===== src/rtl/imefr_pkg.sv =====
// ----------------------------------------------------------------------------
// imefr_pkg
// Shared types and constants for the interrupt enable and flag register block.
// ----------------------------------------------------------------------------
package imefr_pkg;

    // Item kinds carried on the input tuser field.
    typedef enum logic [1:0] {
        OP_READ    = 2'd0,
        OP_WRITE   = 2'd1,
        OP_REQUEST = 2'd2
    } op_t;

    // Register byte offsets (low 12 bits of the I/O address).
    localparam logic [11:0] OFS_MASTER  = 12'h208;
    localparam logic [11:0] OFS_ENABLE  = 12'h210;
    localparam logic [11:0] OFS_PENDING = 12'h214;
    localparam logic [11:0] OFS_POST    = 12'h300;

    // Bits of the enable mask that can ever be set.
    localparam logic [31:0] ENABLE_IMPL = 32'h003F_3F7F;

    // Packed field widths of the item channels.
    localparam int unsigned IN_DATA_W  = 56;
    localparam int unsigned OUT_DATA_W = 16;

    // Writable bits of each enable mask byte.
    function automatic logic [7:0] enable_keep(input logic [1:0] idx);
        logic [7:0] keep;
        case (idx)
            2'd0:    keep = 8'h7F;
            2'd1:    keep = 8'h3F;
            2'd2:    keep = 8'h3F;
            default: keep = 8'h00;
        endcase
        return keep;
    endfunction

endpackage


===== src/rtl/interrupt_master_enable_flag_regs.sv =====
// ----------------------------------------------------------------------------
// interrupt_master_enable_flag_regs
// Byte-wide register block holding the interrupt master enable, enable mask,
// pending flags and power-on flag, with a level interrupt output per item.
// ----------------------------------------------------------------------------
// Usage:
// The input channel (s_*) carries one bus access or source request per item:
// s_tuser holds the kind (read, write, request), s_tdata holds the offset,
// the write byte and the request bits. The output channel (m_*) returns one
// item for every input item: the read byte, the interrupt level after the
// item has taken effect, and a miss flag for undecoded offsets.
// Each item is decoded and applied to the registers in the cycle it is
// accepted; its result appears in the output register on the next cycle,
// and one item is taken every cycle while the receiver keeps m_tready high.
// The single output register sets that rate.
// When the receiver stalls, the result holds in the output register and the
// input side stops accepting until it is taken, so the registers see no
// further update meanwhile.
// Reset clears the state registers and leaves the output channel empty.
// ----------------------------------------------------------------------------
module interrupt_master_enable_flag_regs (
    input  logic                               clk,
    input  logic                               rst_n,
    input  logic                               s_tvalid,
    output logic                               s_tready,
    // [11:0] io_offset, [19:12] write_data, [51:20] request_bits, rest zero
    input  logic [imefr_pkg::IN_DATA_W-1:0]    s_tdata,
    // [1:0] operation
    input  logic [1:0]                         s_tuser,
    output logic                               m_tvalid,
    input  logic                               m_tready,
    // [7:0] read_data, [8] irq_line, [9] miss, rest zero
    output logic [imefr_pkg::OUT_DATA_W-1:0]   m_tdata
);
    import imefr_pkg::*;

    // Unpacked input fields.
    op_t         op;
    logic [11:0] ofs;
    logic [7:0]  wdata;
    logic [31:0] req_bits;

    // Architectural state.
    logic        master_reg, master_next;
    logic [31:0] enable_reg, enable_next;
    logic [31:0] pending_reg, pending_next;
    logic [1:0]  post_reg, post_next;

    // Output register.
    logic        out_valid_reg, out_valid_next;
    logic [7:0]  rdata_reg, rdata_next;
    logic        irq_reg, irq_next;
    logic        miss_reg, miss_next;

    // Decode helpers.
    logic        accept;
    logic        hit_master, hit_reserved, hit_enable, hit_pending, hit_post, hit_any;
    logic [4:0]  byte_sh;
    logic [7:0]  rd_byte;
    logic [31:0] byte_field;

    assign op       = op_t'(s_tuser);
    assign ofs      = s_tdata[11:0];
    assign wdata    = s_tdata[19:12];
    assign req_bits = s_tdata[51:20];

    // Accept while the output register is empty or being drained.
    assign s_tready = !out_valid_reg || m_tready;
    assign accept   = s_tvalid && s_tready;

    // Offset decode: the four-byte groups match on the upper ten bits.
    assign hit_master   = (ofs == OFS_MASTER);
    assign hit_reserved = (ofs[11:2] == OFS_MASTER[11:2]) && (ofs[1:0] != 2'd0);
    assign hit_enable   = (ofs[11:2] == OFS_ENABLE[11:2]);
    assign hit_pending  = (ofs[11:2] == OFS_PENDING[11:2]);
    assign hit_post     = (ofs == OFS_POST);
    assign hit_any      = hit_master || hit_reserved || hit_enable
                          || hit_pending || hit_post;
    assign byte_sh      = {ofs[1:0], 3'b000};
    assign byte_field   = {24'd0, wdata} << byte_sh;

    // Read byte mux.
    always_comb
    begin
        rd_byte = 8'd0;
        if (hit_master)
        begin
            rd_byte = {7'd0, master_reg};
        end
        else if (hit_enable)
        begin
            rd_byte = 8'(enable_reg >> byte_sh);
        end
        else if (hit_pending)
        begin
            rd_byte = 8'(pending_reg >> byte_sh);
        end
        else if (hit_post)
        begin
            rd_byte = {6'd0, post_reg};
        end
    end

    // Register updates and result for the accepted item.
    always_comb
    begin
        master_next    = master_reg;
        enable_next    = enable_reg;
        pending_next   = pending_reg;
        post_next      = post_reg;
        out_valid_next = out_valid_reg && !m_tready;
        rdata_next     = rdata_reg;
        irq_next       = irq_reg;
        miss_next      = miss_reg;
        if (accept)
        begin
            out_valid_next = 1'b1;
            rdata_next     = 8'd0;
            miss_next      = 1'b0;
            case (op)
                OP_READ:
                begin
                    rdata_next = rd_byte;
                    miss_next  = !hit_any;
                end
                OP_WRITE:
                begin
                    miss_next = !hit_any;
                    if (hit_master)
                    begin
                        master_next = wdata[0];
                    end
                    if (hit_enable)
                    begin
                        enable_next = (enable_reg & ~(32'hFF << byte_sh))
                                      | ({24'd0, wdata & enable_keep(ofs[1:0])} << byte_sh);
                    end
                    if (hit_pending)
                    begin
                        // Writing a one acknowledges that flag.
                        pending_next = pending_reg & ~byte_field;
                    end
                    if (hit_post)
                    begin
                        post_next = {wdata[1], post_reg[0] | wdata[0]};
                    end
                end
                OP_REQUEST:
                begin
                    pending_next = pending_reg | req_bits;
                end
                default:
                begin
                    // Undefined kind: no change, empty result.
                end
            endcase
            irq_next = master_next && ((enable_next & pending_next) != 32'd0);
        end
    end

    // Control and state registers.
    always_ff @(posedge clk or negedge rst_n)
    begin
        if (!rst_n)
        begin
            master_reg    <= 1'b0;
            enable_reg    <= 32'd0;
            pending_reg   <= 32'd0;
            post_reg      <= 2'd0;
            out_valid_reg <= 1'b0;
        end
        else
        begin
            master_reg    <= master_next;
            enable_reg    <= enable_next;
            pending_reg   <= pending_next;
            post_reg      <= post_next;
            out_valid_reg <= out_valid_next;
        end
    end

    // Result payload register.
    always_ff @(posedge clk)
    begin
        rdata_reg <= rdata_next;
        irq_reg   <= irq_next;
        miss_reg  <= miss_next;
    end

    assign m_tvalid = out_valid_reg;
    assign m_tdata  = {6'd0, miss_reg, irq_reg, rdata_reg};

    // A missed access never returns data.
    a_miss_zero: assert property (@(posedge clk) disable iff (!rst_n)
        (m_tvalid && miss_reg) |-> (rdata_reg == 8'd0))
        else $error("miss result carries nonzero read data");

    // A pending result shows the interrupt level of the current state.
    a_irq_state: assert property (@(posedge clk) disable iff (!rst_n)
        m_tvalid |-> (irq_reg == (master_reg && ((enable_reg & pending_reg) != 32'd0))))
        else $error("irq_line disagrees with register state");

    // Unimplemented enable bits never get set.
    a_enable_bits: assert property (@(posedge clk) disable iff (!rst_n)
        (enable_reg & ~ENABLE_IMPL) == 32'd0)
        else $error("unimplemented enable mask bit set");

endmodule


===== config.mk =====
export PLATFORM = sky130hd
export DESIGN_NAME = interrupt_master_enable_flag_regs
export DESIGN_NICKNAME = d
export VERILOG_FILES = /design/src/rtl/imefr_pkg.sv /design/src/rtl/interrupt_master_enable_flag_regs.sv
export SDC_FILE = /design/constraint.sdc
export NUM_CORES = 1
export LEC_CHECK = 0
export BUFFER_PORTS_ARGS = -buffer_cell sky130_fd_sc_hd__buf_2
export CAP_MARGIN = 10
export CORE_ASPECT_RATIO = 1.4
export CORE_MARGIN = 2
export CORE_UTILIZATION = 50
export DETAILED_ROUTE_END_ITERATION = 8
export GPL_ROUTABILITY_DRIVEN = 0
export PLACE_DENSITY = 0.72
export SLEW_MARGIN = 20
export SYNTH_ARGS = -nofsm -noshare
export SYNTH_HDL_FRONTEND = slang
export SYNTH_SLANG_ARGS = --single-unit

===== constraint.sdc =====
create_clock -name clk -period 2.3 [get_ports clk]
set_input_delay 0.115 -clock clk [delete_from_list [all_inputs] [get_ports clk]]
set_output_delay 0.115 -clock clk [all_outputs]
set_load 0.02 [all_outputs]

==> results by group <==
Clock network
  • H-tree Lvls: 3
  • Clk Latency, worst-skew pair: 0.34 ns
  • CTS tree: built
  • Sink Count: 78
  • Reg clk slew, reported paths: 0.06 ns
  • Clock Tree Root: clkbuf_16
  • Total CTS buffers: 9
  • Clock tree buffer depth: 2

Yosys
  • Number of synthesized flops with an enable pin: 10
  • Yosys cell types: 66
  • Top post-synthesis cells by count: 72 x a21oi_1, 68 x dfrtp_1, 54 x nand2_1, 42 x nor2_1, 34 x mux2_2
  • Mapped Area: 0.00511 mm2
  • Synth Register Bits: 78
  • Avg Synthesized Cell Area: 9.63 um2
  • Most frequent cell after synthesis: a21oi_1
  • Synth area leaders: dfrtp_1 33%, mux2_2 7.5%, a21oi_1 7.1%, mux4_2 7.1%, edfxtp_1 5.9%
  • Primary FF master, synth: dfrtp_1
  • Asr flop ratio synth: 87.2%
  • Cells after synthesis: 531
  • Synth Warn #: 0
  • Synth area leader: dfrtp_1
  • Synth top area share: 33.3%
  • Sequential share of the synthesized area: 39.2%

Critical path
  • CP Launch Type: input pin
  • Critical path peak fanout: 5
  • Crit path required time: 2.37 ns
  • Max incr delay on CP: 0.53 ns
  • CP Buf/Inv Count: 2
  • CP most frequent cell: a21oi_1
  • Crit-path cells: buf_6 > or4b_4 > buf_8 > nor4_4 > a21oi_1 > a21oi_1 > o221ai_2 > a2111oi_4 > a41oi_1
  • Setup CP Type: in -> reg
  • Crit path DAT: 2.37 ns
  • Crit path max-delay family: compound AO/OA/AOI/OAI gates
  • Worst setup EP type: flop
  • Worst path slowest cell: or4b_4

Floorplan
  • Chip width: 89.5 um
  • Die height: 124 um
  • Initial core utilization: 51.4%
  • Boundary Pins: 80
  • Die ar.: 0.0111 mm2
  • Core area: 0.00995 mm2
  • Core Rows: 43

Run status
  • Status: complete, but fails checks
  • Failing checks: negative setup slack

Global routing
  • Tot GR Track Use: 31.9%
  • First-pass GRT wire length: 25.9 mm
  • Vias in the first global route: 4928
  • Initial antenna violation count: 0
  • Gr ovfl total: 0
  • Pin count of the biggest net entering global routing: 58

Power
  • Worst VDD drop: 0.422 mV
  • Pleak: 2.98 nW
  • PwrDens: 625 mW/mm2

STA
  • Final Hold Viols: 0
  • Hold slack: 0.0504 ns
  • Final worst slack: -0.000422 ns
  • Final setup viols: 1
  • Fin Clk Skew: 0.00937 ns
  • Min cycle time layout: 2.30 ns
  • Slew Viols, Final: 0
  • Part of the cycle the worst path needs: 100%
  • Relative slew slack: 60.6%
  • Worst slew pin tran: 0.585 ns
  • Max Fclk: 435 MHz

Route
  • DR WL met2: 8.14 mm
  • WL per Instance: 21.5 um
  • Metal3 WL: 1.42 mm
  • Top routing layer in use: met4
  • Via Count: 5070
  • DR pass1 iterations: 7
  • Residual DRC count: 0
  • 1st-iter DRT viols: 701
  • WL met1: 6.10 mm
  • Post-Route WL: 17.0 mm
  • Routed vias/inst: 6.40
  • Antenna Nets Post-Route: 0

Finish
  • Area growth syn-to-layout: 28.2%
  • Design area: 0.00655 mm2
  • Layout cells sized above 1: 38.2%
  • Filler instances: 800
  • Reg area: 0.00200 mm2
  • Final core occ: 65.8%
  • Nets: 717
  • Multi-input logic area: 0.00297 mm2
  • # diodes: 0

Placement
  • Final HPWL DP: 12.4 mm
  • Dpl ws: -0.272 ns
  • I/O Buffers: 69
  • DP Area: 0.00605 mm2

Worst hold path
  • Worst min-delay path class: in -> reg

Run
  • Max cap viols: 0
==> final timing paths <==
path / endpoint / slack (ns) / start / depth (start not counted)
worst min register to register: post_reg[0]$_DFFE_PN0P_ / 0.47 / post_reg[0]$_DFFE_PN0P_ / 1
max in group asynchronous: post_reg[0]$_DFFE_PN0P_ / 1.49 / rst_n / 3
worst min-delay path: pending_reg[31]$_DFFE_PN0P_ / 0.05 / s_tdata[51] / 3
worst max-delay path: irq_reg$_DFFE_PP_ / -0.0004 / s_tdata[11] / 9
min in group asynchronous: pending_reg[1]$_DFFE_PN0P_ / 0.20 / rst_n / 2
worst max register to register: irq_reg$_DFFE_PP_ / 0.33 / pending_reg[29]$_DFFE_PN0P_ / 7
==> worst min-delay path, delay by kind of cell <==
family                 cells  cell delay (ns)
AOI/OAI and AO/OA          1             0.05
buffers and inverters      1             0.09
and+or+nand+nor            1             0.09
==> layer usage <==
layer | global-route usage (%) | up-vias
li1 | - | 2201
met1 | 38.7 | 2413
met2 | 51.7 | 353
met3 | 5.37 | 103
met4 | 20.8 | 0
met5 | 0 | -
==> stage by stage <==
step | std cells | power (mW) | TNS, ns
final | 792 | 4.09 | -0.000422
after global routing | 792 | 4.27 | -0.0473
after CTS | 787 | 4.03 | 0
after detailed placement | 769 | 2.58 | -0.420
after global placement | 769 | 2.55 | -0.243
after floorplan | 536 | 2.20 | -0.0414
==> cell families (layout without fill, tap and decap cells) <==
logic type	after synthesis	after routing	share of synthesized area, %
multiplexers	64	64	17.3
flip-flops	78	78	39.2
AND/OR/NAND/NOR	171	171	17.9
other	1	6	0.0734
AO/OA/AOI/OAI	155	155	18.7
buffers and inverters	59	180	6.14
adder cells (fa/ha/maj)	3	3	0.734
==> layout by cell type (no fill, tap or decap), types with 6 or more instances in the layout <==
master,n
a21oi_1,69
buf_4,70
mux2_2,34
nor3_1,11
a31oi_1,8
dfrtp_1,68
a211oi_1,6
mux2i_1,14
buf_2,66
nand4_1,9
nor2_1,42
nand3_1,10
o21ai_0,27
nor2b_1,11
inv_1,13
mux4_2,16
nand2_1,54
conb_1,6
edfxtp_1,10
clkbuf_16,9
==> area by class of cell <==
type                       count  area share (%)
clock buffer                  12            3.76
timing repair buffer         149            16.0
inverter                      15           0.898
clock inverter                 4           0.840
tap                          135            2.58
sequential                    78            30.6
multi-input combinational    399            45.4
==> power by group <==
part	internal [mW]	leakage [nW]	switching (mW)
registers	1.51	0.975	0.173
logic	0.424	1.86	0.534
clock network	0.877	0.143	0.572
total	2.81	2.98	1.28
==> what timing repair did <==
action                                  4_1_cts  5_1_grt
hold buffers                                  2        0
endpoints found under the setup margin        0        1
endpoints found under the hold margin        12        0
buffers inserted                              0        5
gates resized for setup                       0       28
Note: power is estimated with default switching activity, not from simulation.
